==> src/hdl/crle_pkg.sv <==
// ----------------------------------------------------------------------------
// crle_pkg
// Shared types and constants for the CIGAR run-length encoder.
// ----------------------------------------------------------------------------
`default_nettype none

package crle_pkg;

    localparam int OUT_COUNT_BITS = 24;
    localparam int AMOUNT_BITS    = 24;
    localparam logic [7:0] GAP_CHAR = 8'h2D;    // '-'

    typedef enum logic [1:0] {
        KIND_START  = 2'd0,
        KIND_FRAG   = 2'd1,
        KIND_COLUMN = 2'd2,
        KIND_END    = 2'd3
    } t_kind;

    typedef enum logic [1:0] {
        OP_M = 2'd0,
        OP_I = 2'd1,
        OP_D = 2'd2,
        OP_S = 2'd3
    } t_op;

    typedef enum logic [1:0] {
        ACT_START  = 2'd0,
        ACT_EXTEND = 2'd1,
        ACT_END    = 2'd2
    } t_action;

    // Classified command; amount is the run increment or, for start/end, the clip
    typedef struct packed {
        t_action                  action;
        t_op                      op;
        logic [AMOUNT_BITS-1:0]   amount;
    } t_cmd;

    typedef struct packed {
        logic                      final_op;
        t_op                       op_code;
        logic [OUT_COUNT_BITS-1:0] op_count;
    } t_res;

endpackage

`default_nettype wire

==> src/hdl/cigar_run_length_encoder.sv <==
// ----------------------------------------------------------------------------
// cigar_run_length_encoder
// Builds binary CIGAR operations (op, count) from a stream of alignment items.
// ----------------------------------------------------------------------------
// Usage:
//   s_axis carries one item per handshake; tuser is the item kind (read
//   start, fragment, alignment column, read end), tdata the other fields.
//   m_axis carries one CIGAR operation per handshake; tlast marks the last
//   operation of a read, raised only by a read-end item.
//   An item is taken every cycle while the command queue has room. The
//   front classifies it in the accept cycle; the back applies one command
//   per cycle to the open run. With nothing queued ahead, the first
//   operation of an item is registered in the command queue and then in
//   the result queue before it is valid on m_axis. An item yields at most
//   two operations; the back waits while the result queue has fewer than
//   two free slots.
//   When m_axis stalls the result queue fills, the back then stops, the
//   command queue fills and s_axis_tready drops; nothing is lost.
//   Reset (synchronous, active low) empties both queues, closes the open
//   run and clears the latched read length and strand.
//   COUNT_BITS sets the saturation point of counts; READ_LEN_BITS the
//   width to which read positions and lengths are reduced.
// ----------------------------------------------------------------------------
`default_nettype none

module cigar_run_length_encoder import crle_pkg::*; #(
    parameter int COUNT_BITS    = 24,
    parameter int READ_LEN_BITS = 16
) (
    input  wire logic        i_clk,
    input  wire logic        i_rst_n,
    input  wire logic        s_axis_tvalid,
    output logic             s_axis_tready,
    // read_length[15:0], forward_strand[16], frag_is_simple[17],
    // frag_read_pos[33:18], frag_read_span[49:34], frag_ref_span[73:50],
    // ref_char[81:74], read_char[89:82], has_more_frags[90], zero[95:91]
    input  wire logic [95:0] s_axis_tdata,
    input  wire logic [1:0]  s_axis_tuser,   // kind[1:0]
    output logic             m_axis_tvalid,
    input  wire logic        m_axis_tready,
    // op_code[1:0], op_count[25:2], zero[31:26]
    output logic [31:0]      m_axis_tdata,
    output logic             m_axis_tlast    // final_op
);

    localparam int CMD_DEPTH = 2;
    localparam int RES_DEPTH = 4;
    localparam int CMD_LW    = $clog2(CMD_DEPTH+1);
    localparam int RES_LW    = $clog2(RES_DEPTH+1);
    localparam int CMD_W     = $bits(t_cmd);
    localparam int RES_W     = $bits(t_res);

    logic              cmd_push, cmd_valid, cmd_pop, cmd_full;
    t_cmd              cmd_in, cmd_out;
    logic [CMD_W-1:0]  cmd_q;
    logic [CMD_LW-1:0] cmd_level;

    logic              res_push0, res_push1, res_room;
    t_res              res0, res1, res_out;
    logic [RES_W-1:0]  res_q;
    logic [RES_LW-1:0] res_level;

    assign cmd_full = (cmd_level == CMD_LW'(CMD_DEPTH));
    assign res_room = (res_level <= RES_LW'(RES_DEPTH - 2));
    assign cmd_out  = t_cmd'(cmd_q);
    assign res_out  = t_res'(res_q);

    assign m_axis_tdata = {6'b0, res_out.op_count, res_out.op_code};
    assign m_axis_tlast = res_out.final_op;

    crle_front #(
        .READ_LEN_BITS(READ_LEN_BITS)
    ) u_front (
        .i_clk      (i_clk),
        .i_rst_n    (i_rst_n),
        .i_valid    (s_axis_tvalid),
        .o_ready    (s_axis_tready),
        .i_data     (s_axis_tdata),
        .i_kind     (s_axis_tuser),
        .o_push     (cmd_push),
        .o_cmd      (cmd_in),
        .i_cmd_full (cmd_full)
    );

    crle_fifo #(
        .WIDTH(CMD_W),
        .DEPTH(CMD_DEPTH)
    ) u_cmd_q (
        .i_clk   (i_clk),
        .i_rst_n (i_rst_n),
        .i_push0 (cmd_push),
        .i_data0 (cmd_in),
        .i_push1 (1'b0),
        .i_data1 ({CMD_W{1'b0}}),
        .o_valid (cmd_valid),
        .o_data  (cmd_q),
        .i_pop   (cmd_pop),
        .o_level (cmd_level)
    );

    crle_back #(
        .COUNT_BITS(COUNT_BITS)
    ) u_back (
        .i_clk       (i_clk),
        .i_rst_n     (i_rst_n),
        .i_cmd_valid (cmd_valid),
        .i_cmd       (cmd_out),
        .o_cmd_pop   (cmd_pop),
        .i_res_room  (res_room),
        .o_push0     (res_push0),
        .o_res0      (res0),
        .o_push1     (res_push1),
        .o_res1      (res1)
    );

    crle_fifo #(
        .WIDTH(RES_W),
        .DEPTH(RES_DEPTH)
    ) u_res_q (
        .i_clk   (i_clk),
        .i_rst_n (i_rst_n),
        .i_push0 (res_push0),
        .i_data0 (res0),
        .i_push1 (res_push1),
        .i_data1 (res1),
        .o_valid (m_axis_tvalid),
        .o_data  (res_q),
        .i_pop   (m_axis_tready),
        .o_level (res_level)
    );

endmodule

`default_nettype wire

==> src/hdl/crle_fifo.sv <==
// ----------------------------------------------------------------------------
// crle_fifo
// Small synchronous FIFO, up to two items written and one read per cycle.
// ----------------------------------------------------------------------------
`default_nettype none

module crle_fifo #(
    parameter int WIDTH = 8,
    parameter int DEPTH = 4
) (
    input  wire logic                       i_clk,
    input  wire logic                       i_rst_n,
    input  wire logic                       i_push0,
    input  wire logic [WIDTH-1:0]           i_data0,
    input  wire logic                       i_push1,   // only together with i_push0
    input  wire logic [WIDTH-1:0]           i_data1,
    output logic                            o_valid,
    output logic [WIDTH-1:0]                o_data,
    input  wire logic                       i_pop,
    output logic [$clog2(DEPTH+1)-1:0]      o_level
);

    localparam int PW = $clog2(DEPTH);
    localparam int LW = $clog2(DEPTH+1);

    logic [WIDTH-1:0] r_mem [DEPTH];
    logic [PW-1:0]    r_wr_ptr, n_wr_ptr;
    logic [PW-1:0]    r_rd_ptr, n_rd_ptr;
    logic [LW-1:0]    r_level,  n_level;
    logic             pop;
    logic [PW-1:0]    wr_ptr1;

    assign pop     = i_pop && (r_level != '0);
    assign wr_ptr1 = r_wr_ptr + PW'(1);
    assign o_valid = (r_level != '0);
    assign o_data  = r_mem[r_rd_ptr];
    assign o_level = r_level;

    always_comb begin
        n_wr_ptr = r_wr_ptr + PW'(i_push0) + PW'(i_push1);
        n_rd_ptr = r_rd_ptr + PW'(pop);
        n_level  = r_level + LW'(i_push0) + LW'(i_push1) - LW'(pop);
    end

    always_ff @(posedge i_clk) begin
        if (i_push0) begin
            r_mem[r_wr_ptr] <= i_data0;
        end
        if (i_push1) begin
            r_mem[wr_ptr1] <= i_data1;
        end
    end

    always_ff @(posedge i_clk) begin
        if (!i_rst_n) begin
            r_wr_ptr <= '0;
            r_rd_ptr <= '0;
            r_level  <= '0;
        end else begin
            r_wr_ptr <= n_wr_ptr;
            r_rd_ptr <= n_rd_ptr;
            r_level  <= n_level;
        end
    end

endmodule

`default_nettype wire

==> src/hdl/crle_front.sv <==
// ----------------------------------------------------------------------------
// crle_front
// Accepts input items, latches read length and strand, works out clip
// lengths and classifies each item into a run command.
// ----------------------------------------------------------------------------
`default_nettype none

module crle_front import crle_pkg::*; #(
    parameter int READ_LEN_BITS = 16
) (
    input  wire logic        i_clk,
    input  wire logic        i_rst_n,
    input  wire logic        i_valid,
    output logic             o_ready,
    input  wire logic [95:0] i_data,
    input  wire logic [1:0]  i_kind,
    output logic             o_push,
    output t_cmd             o_cmd,
    input  wire logic        i_cmd_full
);

    localparam logic [15:0] RL_MASK = (READ_LEN_BITS >= 16) ? 16'hFFFF :
                                      16'((32'd1 << READ_LEN_BITS) - 32'd1);

    logic [15:0] r_read_len, n_read_len;
    logic        r_forward,  n_forward;

    logic        accept;
    logic [15:0] rlen, pos, span;
    logic        fwd, simple, more;
    logic [23:0] gspan;
    logic [7:0]  ref_char, read_char;
    logic [15:0] clip_start, clip_end;
    logic        has_cmd;

    function automatic logic [15:0] tail_clip(input logic [15:0] rl,
                                              input logic [15:0] p,
                                              input logic [15:0] s);
        logic [16:0] used;
        used = {1'b0, p} + {1'b0, s};
        if ({1'b0, rl} > used) begin
            return 16'({1'b0, rl} - used);
        end
        return '0;
    endfunction

    assign rlen      = i_data[15:0] & RL_MASK;
    assign fwd       = i_data[16];
    assign simple    = i_data[17];
    assign pos       = i_data[33:18] & RL_MASK;
    assign span      = i_data[49:34] & RL_MASK;
    assign gspan     = i_data[73:50];
    assign ref_char  = i_data[81:74];
    assign read_char = i_data[89:82];
    assign more      = i_data[90];

    assign o_ready = !i_cmd_full;
    assign accept  = i_valid && o_ready;
    assign o_push  = accept && has_cmd;

    // Leading clip uses the strand of this item, trailing clip the latched one
    assign clip_start = simple ? 16'd0 : (fwd ? pos : tail_clip(rlen, pos, span));
    assign clip_end   = (!more || simple) ? 16'd0 :
                        (r_forward ? tail_clip(r_read_len, pos, span) : pos);

    always_comb begin
        has_cmd      = 1'b1;
        o_cmd.action = ACT_EXTEND;
        o_cmd.op     = OP_M;
        o_cmd.amount = '0;
        n_read_len   = r_read_len;
        n_forward    = r_forward;
        unique case (t_kind'(i_kind))
            KIND_START: begin
                o_cmd.action = ACT_START;
                o_cmd.op     = OP_S;
                o_cmd.amount = AMOUNT_BITS'(clip_start);
                if (accept) begin
                    n_read_len = rlen;
                    n_forward  = fwd;
                end
            end
            KIND_FRAG: begin
                priority if (simple) begin
                    o_cmd.amount = AMOUNT_BITS'(span);
                end else if (span != '0) begin
                    o_cmd.op     = OP_I;
                    o_cmd.amount = AMOUNT_BITS'(span);
                end else if (gspan != '0) begin
                    o_cmd.op     = OP_D;
                    o_cmd.amount = gspan;
                end else begin
                    has_cmd = 1'b0;
                end
            end
            KIND_COLUMN: begin
                o_cmd.amount = AMOUNT_BITS'(1);
                priority if (read_char == GAP_CHAR) begin
                    o_cmd.op = OP_D;
                end else if (ref_char == GAP_CHAR) begin
                    o_cmd.op = OP_I;
                end else begin
                    o_cmd.op = OP_M;
                end
            end
            KIND_END: begin
                o_cmd.action = ACT_END;
                o_cmd.op     = OP_S;
                o_cmd.amount = AMOUNT_BITS'(clip_end);
            end
            default: begin
                has_cmd = 1'b0;
            end
        endcase
    end

    always_ff @(posedge i_clk) begin
        if (!i_rst_n) begin
            r_read_len <= '0;
            r_forward  <= 1'b0;
        end else begin
            r_read_len <= n_read_len;
            r_forward  <= n_forward;
        end
    end

endmodule

`default_nettype wire

==> src/hdl/crle_back.sv <==
// ----------------------------------------------------------------------------
// crle_back
// Holds the open run, applies one command per cycle while the result queue
// has two free slots, and writes up to two CIGAR operations into it.
// ----------------------------------------------------------------------------
`default_nettype none

module crle_back import crle_pkg::*; #(
    parameter int COUNT_BITS = 24
) (
    input  wire logic i_clk,
    input  wire logic i_rst_n,
    input  wire logic i_cmd_valid,
    input  wire t_cmd i_cmd,
    output logic      o_cmd_pop,
    input  wire logic i_res_room,     // at least two free result slots
    output logic      o_push0,
    output t_res      o_res0,
    output logic      o_push1,
    output t_res      o_res1
);

    localparam int SW = ((COUNT_BITS > AMOUNT_BITS) ? COUNT_BITS : AMOUNT_BITS) + 1;
    localparam logic [SW-1:0] CNT_MAX = SW'((64'd1 << COUNT_BITS) - 64'd1);

    t_op                   r_run_op,    n_run_op;
    logic                  r_run_valid, n_run_valid;
    logic [COUNT_BITS-1:0] r_run_count, n_run_count;

    logic                  change, flush_run, has_clip;
    logic [COUNT_BITS-1:0] base;
    logic [SW-1:0]         sum;
    t_res                  run_res, clip_res;

    function automatic logic [COUNT_BITS-1:0] sat_cb(input logic [SW-1:0] v);
        if (v > CNT_MAX) begin
            return '1;
        end
        return v[COUNT_BITS-1:0];
    endfunction

    function automatic logic [OUT_COUNT_BITS-1:0] to_out(input logic [COUNT_BITS-1:0] c);
        logic [SW-1:0] ext;
        ext = SW'(c);
        return ext[OUT_COUNT_BITS-1:0];
    endfunction

    assign o_cmd_pop = i_cmd_valid && i_res_room;
    assign change    = !r_run_valid || (r_run_op != i_cmd.op);
    assign base      = change ? '0 : r_run_count;
    assign sum       = SW'(base) + SW'(i_cmd.amount);
    assign flush_run = (r_run_count != '0);
    assign has_clip  = (i_cmd.amount != '0);

    always_comb begin
        run_res.final_op  = 1'b0;
        run_res.op_code   = r_run_op;
        run_res.op_count  = to_out(r_run_count);
        clip_res.final_op = 1'b0;
        clip_res.op_code  = OP_S;
        clip_res.op_count = to_out(sat_cb(SW'(i_cmd.amount)));

        n_run_op    = r_run_op;
        n_run_valid = r_run_valid;
        n_run_count = r_run_count;
        o_push0     = 1'b0;
        o_push1     = 1'b0;
        o_res0      = clip_res;
        o_res1      = clip_res;

        if (o_cmd_pop) begin
            unique case (i_cmd.action)
                ACT_START: begin
                    n_run_valid = 1'b0;
                    n_run_op    = OP_M;
                    n_run_count = '0;
                    o_push0     = has_clip;
                end
                ACT_EXTEND: begin
                    o_push0     = change && flush_run;
                    o_res0      = run_res;
                    n_run_op    = i_cmd.op;
                    n_run_valid = 1'b1;
                    n_run_count = sat_cb(sum);
                end
                ACT_END: begin
                    n_run_valid = 1'b0;
                    n_run_op    = OP_M;
                    n_run_count = '0;
                    o_res1.final_op = 1'b1;
                    if (flush_run) begin
                        o_push0          = 1'b1;
                        o_res0           = run_res;
                        o_res0.final_op  = !has_clip;
                        o_push1          = has_clip;
                    end else begin
                        o_push0         = has_clip;
                        o_res0.final_op = 1'b1;
                    end
                end
                default: begin
                end
            endcase
        end
    end

    always_ff @(posedge i_clk) begin
        r_run_op <= n_run_op;
    end

    always_ff @(posedge i_clk) begin
        if (!i_rst_n) begin
            r_run_valid <= 1'b0;
            r_run_count <= '0;
        end else begin
            r_run_valid <= n_run_valid;
            r_run_count <= n_run_count;
        end
    end

endmodule

`default_nettype wire
==> config.mk <==
export PLATFORM = sky130hd
export DESIGN_NAME = cigar_run_length_encoder
export DESIGN_NICKNAME = d
export VERILOG_FILES = /design/src/hdl/crle_pkg.sv /design/src/hdl/cigar_run_length_encoder.sv /design/src/hdl/crle_fifo.sv /design/src/hdl/crle_front.sv /design/src/hdl/crle_back.sv
export SDC_FILE = /design/constraint.sdc
export NUM_CORES = 1
export LEC_CHECK = 0
export BUFFER_PORTS_ARGS = -buffer_cell sky130_fd_sc_hd__buf_2
export CORE_UTILIZATION = 61
export CTS_CLUSTER_SIZE = 28
export DETAILED_ROUTE_END_ITERATION = 10
export PLACE_DENSITY = 0.86
export RECOVER_POWER = 25
export SYNTH_ARGS = -nofsm -noshare
export SYNTH_HDL_FRONTEND = slang
export SYNTH_SLANG_ARGS = --single-unit
==> constraint.sdc <==
create_clock -name i_clk -period 6.8 [get_ports i_clk]
set_input_delay 0.68 -clock i_clk [delete_from_list [all_inputs] [get_ports i_clk]]
set_output_delay 0.68 -clock i_clk [all_outputs]
set_load 0.01 [all_outputs]
After elaboration in Yosys (flattened, before gate mapping)

Memories as Yosys holds them, arrays and structs flattened. A register that Yosys moved wholly into a read port is not among the register bits.
Cells that the tools add are included.
Widths: inputs -> output; s select.

Word-level logic and storage cells: 116
Memory bits (writable): 164
Output and inout port bits: 35
Bits in registers: 55
Memories kept: 2
Input bits: 102

Reductions and logical operators: 24
Multiplexer cells: 51
Magnitude comparators: 4
Add/sub/neg operators: 15
Equality and inequality tests: 9

Memories:

| memory        | words | width | read ports | clocked after Yosys merged registers in | wr ports | line            | RTL |
|---|---|---|---|---|---|---|---|
| u_res_q.r_mem | 4     | 27    | 1          | 1                                       | 2        | crle_fifo.sv:26 | `logic [WIDTH-1:0] r_mem [DEPTH];` |
| u_cmd_q.r_mem | 2     | 28    | 1          | 1                                       | 1        | crle_fifo.sv:26 |  |

Operators with widths:

| kind                 | number |
|---|---|
| $mux 16              | 8 |
| $pmux 26 s4          | 1 |
| $mux 24              | 4 |
| $mux 26              | 3 |
| $reduce_bool 24->1   | 3 |
| $pmux 27 s2          | 1 |
| $pmux 24 s2          | 1 |
| $gt 16x17->1         | 2 |
| $sub 16x16->16       | 2 |
| $mux 27              | 1 |
| $add 24x24->25       | 1 |
| $gt 25x24->1 const B | 1 |
| $mux 1               | 25 |
| $add 16x16->17       | 1 |
| $eq 8x6->1 const B   | 2 |
| $reduce_bool 16->1   | 1 |
| $add 2x1->2          | 4 |
| $eq 2x2->1 const B   | 4 |
| $pmux 2 s2           | 2 |
| $add 3x1->3          | 2 |
| $logic_and 1x1->1    | 6 |
| $mux 2               | 3 |
| $eq 2x1->1 const B   | 2 |
| $logic_not 1->1      | 4 |
| other kinds (14)     | 19 |

Logic depth before layout (Yosys ltp)

Gate-level depths: netlist of the first run.

Depth in word-level cells: 10
Depth in mapped cells: 21
Gate-level depth less buffers: 20

Modules after synthesis

Synthesis of the first run repeated with hierarchy kept, for this count alone.

Cell total of the unflattened synthesis: 1415
Area, all modules: 16057.9 um^2

Modules (own cells, without submodules):

| module                   | sequential area each (um^2) | area an instance (um^2) | cells an instance | instances |
|---|---|---|---|---|
| crle_fifo (u_res_q)      | 3383.2                      | 5761.8                  | 300               | 1 |
| crle_front               | 340.3                       | 3887.5                  | 534               | 1 |
| crle_fifo (u_cmd_q)      | 1781.7                      | 3289.4                  | 175               | 1 |
| crle_back                | 560.5                       | 3047.9                  | 397               | 1 |
| cigar_run_length_encoder | 0.0                         | 71.3                    | 9                 | 1 |

Least setup slack after synthesis of the first run

Ideal clock, no wire load.

Kind: input-to-reg
Start point: input port s_axis_tdata[19]
End point: memory u_cmd_q.r_mem[0][11] in the netlist's numbering (data pin)
Data arrival time: 4632 ps
Stages on the path: 21
Library setup time: 265 ps
Path buffers: 1
Required time: 6535 ps
Slack: 1904 ps
Path through: ha_1 > a211oi_2 > nor2_2 > a311oi_4 > o21ba_2 > nor2_1 > o21a_1 > o21a_1 > o21a_1 > or2_2 > ha_1 > a21o_1 > a21o_1 > a21o_1 > nor3b_1 > a21oi_1 > o311a_4 > and2_4 > buf_6 > nor3b_2 > o32a_1

RTL lines:

| element            | line                           | RTL |
|---|---|---|
| start: declaration | cigar_run_length_encoder.sv:37 | `input wire logic [95:0] s_axis_tdata,` |
| end: declaration   | crle_fifo.sv:26                |  |

==> flow_summary.json, run 1 <==
{
  "syn_inst": 1442,
  "drive_above_1_share": 0.143,
  "synth_simple_gate_area_frac": 0.149,
  "placed_area_um2": 15100,
  "synth_top_family_by_area": "compound AO/OA/AOI/OAI gates",
  "synth.top_cell.area_share": 0.332,
  "worstSetupPathType": "flop to flop",
  "antenna_found_initial": 0,
  "power_leakage_nw": 6.41,
  "clk_latency_ps": 540,
  "powerDensity_nw_per_um2": 344,
  "grt_setup_unrepaired": "no",
  "cp_slowest_stage_delay_ps": 940,
  "n_antenna_cell": 0,
  "ys.flop_type": "edfxtp_1",
  "netlist_area_um2": 14300,
  "grt_pass1_vias": 12120,
  "max_cap_violations": 4,
  "vias": 12332,
  "clockBufferDepth": 3,
  "rows": 55,
  "violations": "capacitance limit, slew limit",
  "ys_warn_count": 0,
  "start_util": 0.628,
  "drc": 0,
  "place_congestion": 0.944,
  "wl_per_cell_um": 21.4,
  "run_status": "complete, but fails checks",
  "overflow": 0,
  "async_reset_ff_frac": 0,
  "hold_viol_final": 0,
  "hpwl_um": 28800,
  "grt_pass1_wl_um": 63000,
  "holdCritPathClass": "input port to flop",
  "worstPathMaxFanout": 30,
  "dr.pass1.iters": 7,
  "fin_total_pwr_w": 0.00545,
  "synth_edf_count": 158,
  "routed_via_density": 6.60,
  "period_share": 0.857,
  "dieHeight_um": 155,
  "cts_tree": "built",
  "hold_buffers": 0,
  "mostFrequentLayoutCells": "edfxtp_1 (158), nand2_1 (155), buf_2 (118), o21ai_0 (98), o22ai_1 (96)",
  "relSlewSlack": -0.359,
  "end_kind": "flop",
  "muxShareOfSynthArea": 0.0621,
  "grt_start_max_net_pins": 36,
  "synthTopCellsByArea": "edfxtp_1 (33%), dfxtp_1 (8.7%), ha_1 (7.5%), mux4_2 (4.3%), o22ai_1 (4.2%)",
  "critical_path.slowest_cell": "clkbuf_1",
  "finClkSkew_ps": 23.4,
  "post_cts_resized": 0,
  "clk_pin_slew_ps": 60,
  "required_ps": 7070,
  "period_minus_slack_ps": 5830,
  "tns_ps": 0,
  "drtIter0Drc": 1264,
  "cts_root_buf": "clkbuf_16",
  "arrival_ps": 6090,
  "syn_to_final_growth_pct": 10.9,
  "worstMarginPinSlew_ps": 2030,
  "coreArea_um2": 22800,
  "die_w_um": 155,
  "ys_seq_area_frac": 0.419,
  "grt_usage": 0.334,
  "setup_viol": 0,
  "ir_drop_uv": 211,
  "yosys.area_share.xor_xnor": 0.0368,
  "mostFrequentLayoutCell": "edfxtp_1",
  "crit_chain": "clkbuf_1 > mux2i_1 > nand4_1 > nor4_1 > nand2_1 > o21ai_0 > a21o_1 > or2_2 > nand2_1 > buf_4",
  "fin_nets": 1732,
  "fp.dieArea_um2": 24100,
  "syn_avg_cell_area_um2": 9.92,
  "synth_top_area_cell": "edfxtp_1",
  "totalWireLength_um": 39900,
  "slew_violations": 106,
  "synth_compound_area_frac": 0.205,
  "final_area_um2": 15900,
  "cp-start-kind": "flop",
  "synth_seq_cells": 220,
  "synth_fa_ha_area_frac": 0.0858,
  "ys_types": 88,
  "ioPinCount": 137,
  "cts_made_buffers": 24,
  "cts_sinks": 220,
  "post_cts_buffers": 0,
  "htreeDepth": 1,
  "max_freq_mhz": 172,
  "cp_common_cell": "nand2_1",
  "portBuffers": 125,
  "ant_nets": 0
}
-- state kept, by name, indices dropped and copies added (netlist names), 2 cells and up, named ones only --
| register | count |
|---|---|
| u_res_q.r_mem | 108 |
| u_cmd_q.r_mem | 56 |
| u_back.r_run_count | 24 |
| u_front.r_read_len | 16 |
| u_res_q.o_level | 3 |
| u_back.r_run_op | 2 |
| u_cmd_q.o_level | 2 |
| u_res_q.r_rd_ptr | 2 |
| u_res_q.r_wr_ptr | 2 |
-- area by class of cell --
type	instances	area, um2
Fill cell	1684	6920
Timing Repair Buffer	141	726
Inverter	67	251
Multi-Input combinational cell	1083	7720
Clock buffer	27	622
Clock inverter	17	161
Sequential cell	220	5990
Tap cell	313	392
-- critical path, delay by kind of cell, from the launching register on --
kind | cells | cell delay (ps)
simple gates | 5 | 2040
buf+inv | 2 | 1330
mux | 1 | 830
flops | 1 | 820
compound gates | 2 | 490
-- logic make-up (layout without fill, tap and decap cells) --
logic type / count (synthesis) / after routing
multiplexers: 55 / 55
XOR/XNOR: 60 / 60
flip-flops: 220 / 220
buffers and inverters: 144 / 252
adder cells (fa/ha/maj): 94 / 94
other: 1 / 6
AND/OR/NAND/NOR: 416 / 416
AO/OA/AOI/OAI: 452 / 452
-- cells in the mapped netlist (all sizes together) (7+ instances only) --
| library cell | count |
|---|---|
| or3 | 8 |
| mux4 | 27 |
| dfxtp | 62 |
| nand4 | 14 |
| inv | 67 |
| nand2b | 12 |
| xnor2 | 31 |
| xor2 | 29 |
| a22oi | 14 |
| a21oi | 73 |
| nor3 | 17 |
| a21o | 30 |
| a21boi | 24 |
| nand3 | 20 |
| nor2 | 57 |
| and3 | 9 |
| o21bai | 7 |
| a211oi | 10 |
| o21ai | 107 |
| o22ai | 96 |
| o21a | 19 |
| mux2i | 28 |
| fa | 7 |
| edfxtp | 158 |
| a31oi | 17 |
| and2 | 52 |
| nor4 | 26 |
| o211ai | 10 |
| buf | 34 |
| clkbuf | 43 |
| nand3b | 9 |
| nor2b | 11 |
| nand2 | 156 |
| ha | 86 |
-- report_power, final --
part	leakage, nW	internal, W	switching [W]
registers	2.09	0.00170	0.000167
logic	3.94	0.000836	0.00146
clock network	0.380	0.000739	0.000547
-- metal layers --
layer  routed length [um]  GRT usage  vias to the layer above
met3                 4140     0.0588                      179
met2                18900      0.563                      769
met5                    0          0                        -
li1                     -          -                     5619
met4                 2460      0.209                        0
met1                14400      0.397                     5765
-- path summary, 6_finish.rpt --
path / startpoint / to / slack, ps / depth (start not counted)
max reg2reg: flop / u_res_q.r_mem[3][11] / 970 / 10
min reg2reg: u_front.r_read_len[0] / u_front.r_read_len[0] / 470 / 2
min: s_axis_tdata[5] / u_front.r_read_len[5] / 420 / 3
max: flop / u_res_q.r_mem[3][11] / 970 / 10
-- stage by stage --
stage | hold slack [ps] | util | setup slack, ps | cells
after floorplan | 436 | - | 1900 | 1447
after global placement | 448 | 0.663 | 1280 | 1824
after detailed placement | 455 | 0.663 | 1270 | 1824
after CTS | 418 | 0.697 | 1450 | 1868
after global routing | 434 | 0.696 | 694 | 1868
final | 425 | 0.696 | 972 | 1868
Note: power is estimated with default switching activity, not from simulation.
==> run 2: changes to the inputs <==
Settings changed: GPL_TIMING_DRIVEN from default to 1, MAX_ROUTING_LAYER from default to met4.
==> flow_summary.json, run 2 (synthesis results as in run 1) <==
{
  "tns_ps": 0,
  "routed_via_density": 6.58,
  "placed_cells": 1825,
  "cp_slowest_stage_delay_ps": 930,
  "grt_setup_unrepaired": "no",
  "cts_made_buffers": 23,
  "wl_per_cell_um": 21.4,
  "htreeDepth": 1,
  "place_congestion": 0.967,
  "top_regs": "u_res_q.r_mem x108, u_cmd_q.r_mem x56, u_back.r_run_count x24",
  "relSlewSlack": -0.320,
  "regMostFlops": "u_res_q.r_mem",
  "clk_pin_slew_ps": 60,
  "max_cap_violations": 4,
  "worstSetupPathType": "flop to flop",
  "seq_area_um2": 5990,
  "post_cts_buffers": 0,
  "fin_nets": 1732,
  "end_kind": "flop",
  "setup_viol": 0,
  "cp_common_cell": "a31oi_1",
  "totalWireLength_um": 39800,
  "required_ps": 7200,
  "violations": "capacitance limit, slew limit",
  "max_freq_mhz": 173,
  "crit_chain": "clkbuf_1 > mux2i_1 > inv_1 > ha_1 > nor2b_1 > o21ai_0 > a21o_1 > a31oi_1 > a31oi_1 > nand2_1 > a211o_1 > or3_1 > a21boi_0",
  "antenna_found_initial": 0,
  "clockBufferDepth": 3,
  "met1_usage": 0.405,
  "grt_use_met3": 0.0379,
  "finClkSkew_ps": 18.8,
  "cts_tree": "built",
  "start_util": 0.628,
  "hold_buffers": 0,
  "die_w_um": 155,
  "slew_violations": 106,
  "largest_reg_flops": 108,
  "n_antenna_cell": 0,
  "mostFrequentLayoutCell": "edfxtp_1",
  "grt_pass1_wl_um": 62700,
  "critical_path.slowest_cell": "clkbuf_1",
  "ir_drop_uv": 198,
  "fp.dieArea_um2": 24100,
  "worstPathMaxFanout": 25,
  "ant_nets": 0,
  "power_leakage_nw": 6.41,
  "holdCritPathClass": "input port to flop",
  "dr.pass1.iters": 7,
  "cts_root_buf": "clkbuf_16",
  "dieHeight_um": 155,
  "arrival_ps": 6160,
  "syn_to_final_growth_pct": 10.9,
  "grt_start_max_net_pins": 36,
  "coreArea_um2": 22800,
  "hold_viol_final": 0,
  "grt_usage": 0.343,
  "ioPinCount": 137,
  "overflow": 0,
  "grt_util_met2": 0.580,
  "powerDensity_nw_per_um2": 344,
  "cp-start-kind": "flop",
  "grt_busiest_layer": "met2",
  "multi_input_area_um2": 7720,
  "drc": 0,
  "post_cts_resized": 0,
  "cts_sinks": 220,
  "clk_latency_ps": 510,
  "drtIter0Drc": 1201,
  "fillers": 1651,
  "period_share": 0.848,
  "hpwl_um": 28900,
  "final_cell_count_no_fill": 1865,
  "portBuffers": 125,
  "worstMarginPinSlew_ps": 1980,
  "vias": 12272,
  "grt_pass1_vias": 12043,
  "mostFrequentLayoutCells": "edfxtp_1 (158), nand2_1 (155), buf_2 (118), o21ai_0 (98), o22ai_1 (96)",
  "run_status": "complete, but fails checks",
  "drive_above_1_share": 0.140,
  "rows": 55,
  "period_minus_slack_ps": 5770
}
[run 2: metrics by stage]
stage,total power [W],cell area (um2),hold slack (ps),utilization,setup WS [ps]
2_1_floorplan,0.00344,14300,436,-,1900
3_3_place_gp,0.00401,15100,449,0.663,1260
3_5_place_dp,0.00409,15100,457,0.663,1220
4_1_cts,0.00541,15900,428,0.697,1410
5_1_grt,0.00571,15900,457,0.696,778
6_report,0.00546,15900,438,0.696,1030
[run 2: area by class of cell]
class                      count  share of cell area
tap                          313              0.0247
timing repair buffer         142              0.0462
sequential                   220               0.377
clock buffer                  26              0.0376
multi-input combinational   1083               0.487
clock inverter                14              0.0113
inverter                      67              0.0159
[run 2: path summary, 6_finish.rpt]
check,startpoint,to,slack [ps],cells after the start
max,flop,u_back.r_run_count[23],1030,13
min,s_axis_tdata[5],u_front.r_read_len[5],440,3
max reg2reg,flop,u_back.r_run_count[23],1030,13
min reg2reg,u_front.r_read_len[15],u_front.r_read_len[15],470,2
[run 2: power by group]
| group | switching [W] | total, W | internal, W |
|---|---|---|---|
| registers | 0.000163 | 0.00186 | 0.00170 |
| clock network | 0.000529 | 0.00131 | 0.000783 |
| logic | 0.00145 | 0.00228 | 0.000836 |
| total | 0.00214 | 0.00546 | 0.00332 |
[run 2: metal layers]
layer / wire [um] / vias up
li1: - / 5612
met1: 14500 / 5770
met2: 19300 / 755
met3: 3880 / 135
met4: 2170 / 0
met5: 0 / -
[run 2: worst max-delay path, delay by kind of cell (launching register included)]
| kind | cells | cell delay, ps |
|---|---|---|
| adders and majority gates | 1 | 390 |
| AOI/OAI and AO/OA | 6 | 1800 |
| buffers and inverters | 2 | 1120 |
| DFF | 1 | 820 |
| and+or+nand+nor | 3 | 750 |
| muxes | 1 | 770 |
==> run 3: changes to the inputs <==
Settings changed: ABC_AREA from default to 1.
Clock period 6.8 ns to 5.4 ns, I/O delays scaled along.
==> flow_summary.json, run 3 <==
{
  "crit_family": "adder cells",
  "min_from": "s_axis_tdata[7]",
  "worstMarginPinSlew_ps": 1410,
  "rows": 56,
  "netlist_area_um2": 14700,
  "cp_slowest_stage_delay_ps": 700,
  "clk_latency_ps": 530,
  "vias": 14007,
  "top_regs": "u_res_q.r_mem x108, u_cmd_q.r_mem x56, u_back.r_run_count x24",
  "dr_wl_met3_um": 4160,
  "ys_types": 49,
  "grt_setup_unrepaired": "no",
  "clkPwrFrac": 0.212,
  "routed_via_density": 6.08,
  "worstPathMaxFanout": 26,
  "r2r_cells": 13,
  "tns_ps": 0,
  "drive_above_1_share": 0.0978,
  "antenna_found_initial": 0,
  "p_int_w": 0.00408,
  "ys_seq_area_frac": 0.407,
  "max_freq_mhz": 210,
  "ys.flop_type": "edfxtp_1",
  "place_congestion": 0.999,
  "pre_cts_slack_ps": 549,
  "fin_nets": 2160,
  "post_cts_buffers": 0,
  "rrSetupSlack_ps": 630,
  "max_cap_violations": 0,
  "period_minus_slack_ps": 4770,
  "async_reset_ff_frac": 0,
  "ioPinCount": 137,
  "synth_common_cells": "nand2_1 (405), o21ai_0 (205), inv_1 (188)",
  "hold_viol_final": 0,
  "met2_length_um": 19600,
  "cp-start-kind": "flop",
  "largest_reg_flops": 108,
  "ir_drop_uv": 332,
  "dr.max_layer_used": "met4",
  "dieHeight_um": 157,
  "hpwl_um": 30800,
  "syn_avg_cell_area_um2": 7.84,
  "htreeDepth": 1,
  "relSlewSlack": 0.0606,
  "fp.dieArea_um2": 24700,
  "clockBufferDepth": 3,
  "grt_pass1_wl_um": 66300,
  "yosysMostFrequentCell": "nand2_1",
  "setup_viol": 0,
  "crit_chain": "inv_1 > or2_2 > o21ai_0 > inv_1 > ha_1 > nor2_1 > nand2_1 > ha_1 > inv_1 > fa_1 > fa_1 > xor2_1 > nor2_1",
  "seqPwrFrac": 0.313,
  "portBuffers": 125,
  "drc": 0,
  "clk_pin_slew_ps": 60,
  "cts_sinks": 220,
  "totalWireLength_um": 41900,
  "grt_start_max_net_pins": 55,
  "run_status": "finished clean",
  "worst_slack_ps": 630,
  "synth_edf_count": 158,
  "required_ps": 5770,
  "finClkSkew_ps": 14.9,
  "r2r-end": "u_res_q.o_level[2]",
  "switching_share": 0.447,
  "end_kind": "flop",
  "ant_nets": 0,
  "synth.top_cell.area_share": 0.323,
  "pwr-share-comb": 0.475,
  "cts_made_buffers": 24,
  "synth_seq_cells": 220,
  "whs_endpoint": "u_front.r_read_len[7]",
  "cp_common_cell": "inv_1",
  "post_cts_resized": 0,
  "syn_inst": 1874,
  "start_util": 0.624,
  "synthTopCellsByArea": "edfxtp_1 (32%), nand2_1 (10%), dfxtp_1 (8.4%), ha_1 (7.3%), o21ai_0 (7.0%)",
  "drtIter0Drc": 1380,
  "holdCritPathClass": "input port to flop",
  "synth_top_area_cell": "edfxtp_1",
  "whs_path_depth": 3,
  "wl_met1_um": 17000,
  "cts_root_buf": "clkbuf_16",
  "grt_usage": 0.353,
  "power_leakage_nw": 6.76,
  "n_antenna_cell": 0,
  "die_w_um": 157,
  "cts_tree": "built",
  "arrival_ps": 5140,
  "fillers": 1946,
  "mostFrequentLayoutCells": "nand2_1 (405), o21ai_0 (206), inv_1 (189), edfxtp_1 (158)",
  "grt_pass1_vias": 13066,
  "hold_buffers": 0,
  "worstSetupPathType": "flop to flop",
  "overflow": 0,
  "mostFrequentLayoutCell": "nand2_1",
  "ys_warn_count": 0,
  "cp.buffers_inverters": 3,
  "dr.pass1.iters": 6,
  "coreArea_um2": 23500,
  "slew_violations": 0,
  "period_share": 0.883,
  "syn_to_final_growth_pct": 10.1,
  "switchingPower_w": 0.00330,
  "regMostFlops": "u_res_q.r_mem",
  "wl_per_cell_um": 18.2,
  "powerDensity_nw_per_um2": 456,
  "critical_path.slowest_cell": "dfxtp_1"
}
[run 3: area by class of cell]
cell class              instances  area (um2)  share of cell area
well taps                     319         399              0.0247
flip-flops and latches        220        5990               0.370
clock buffers                  30         623              0.0385
multi-input cells            1374        7530               0.465
inverters                     196         736              0.0454
repair buffers                149         791              0.0488
clock inverters                14         121             0.00750
[run 3: cells by family (layout without fill, tap and decap cells)]
kind of cell    Yosys count  in the layout  synth area share
buf+inv                 285            389            0.0815
other cells               1              6          0.000255
simple gates            686            686             0.194
fa+ha+maj                93             93            0.0827
mux                       2              2           0.00136
compound gates          529            529             0.199
xor+xnor                 58             58            0.0346
flops                   220            220             0.407
[run 3: worst register-to-register path, delay by kind of cell, from the launching register on]
family	cells	cell delay, ps
buffers and inverters	3	770
and+or+nand+nor	4	1220
adders and majority gates	4	1380
DFF	1	700
xor gates and xnor gates	1	160
AOI/OAI and AO/OA	1	380
[run 3: worst max-delay path by stage]
stage,cells after the start,start,endpoint,slack [ps]
2_1_floorplan,25,s_axis_tdata[18],u_cmd_q.r_mem[0][7],1480
3_3_place_gp,24,s_axis_tdata[37],u_cmd_q.r_mem[0][2],690
3_5_place_dp,25,s_axis_tdata[34],u_cmd_q.r_mem[0][5],550
4_1_cts,13,flop,u_res_q.o_level[2],1020
5_1_grt,13,flop,u_res_q.o_level[2],400
6_report,13,flop,u_res_q.o_level[2],630
[run 3: power groups by stage]
stage / Clock [W] / Sequential (W) / Combinational [W]
6_report: 0.00157 / 0.00231 / 0.00350
5_1_grt: 0.00164 / 0.00234 / 0.00385
4_1_cts: 0.00157 / 0.00231 / 0.00342
3_5_place_dp: 0 / 0.00234 / 0.00339
3_3_place_gp: 0 / 0.00233 / 0.00328
2_1_floorplan: 0 / 0.00228 / 0.00245
[run 3: stage by stage]
step / area (um2) / power [W] / hold WS, ps / utilization / cells
finish: 16200 / 0.00739 / 307 / 0.688 / 2302
global route: 16200 / 0.00783 / 328 / 0.688 / 2302
CTS: 16200 / 0.00730 / 313 / 0.688 / 2302
detailed placement: 15500 / 0.00573 / 448 / 0.657 / 2258
global placement: 15500 / 0.00561 / 441 / 0.657 / 2258
floorplan: 14700 / 0.00473 / 427 / - / 1879
[run 3: metal layers]
layer / track usage / up-vias
li1: - / 6669
met1: 0.449 / 6427
met2: 0.570 / 805
met3: 0.0575 / 106
met4: 0.119 / 0
met5: - / -
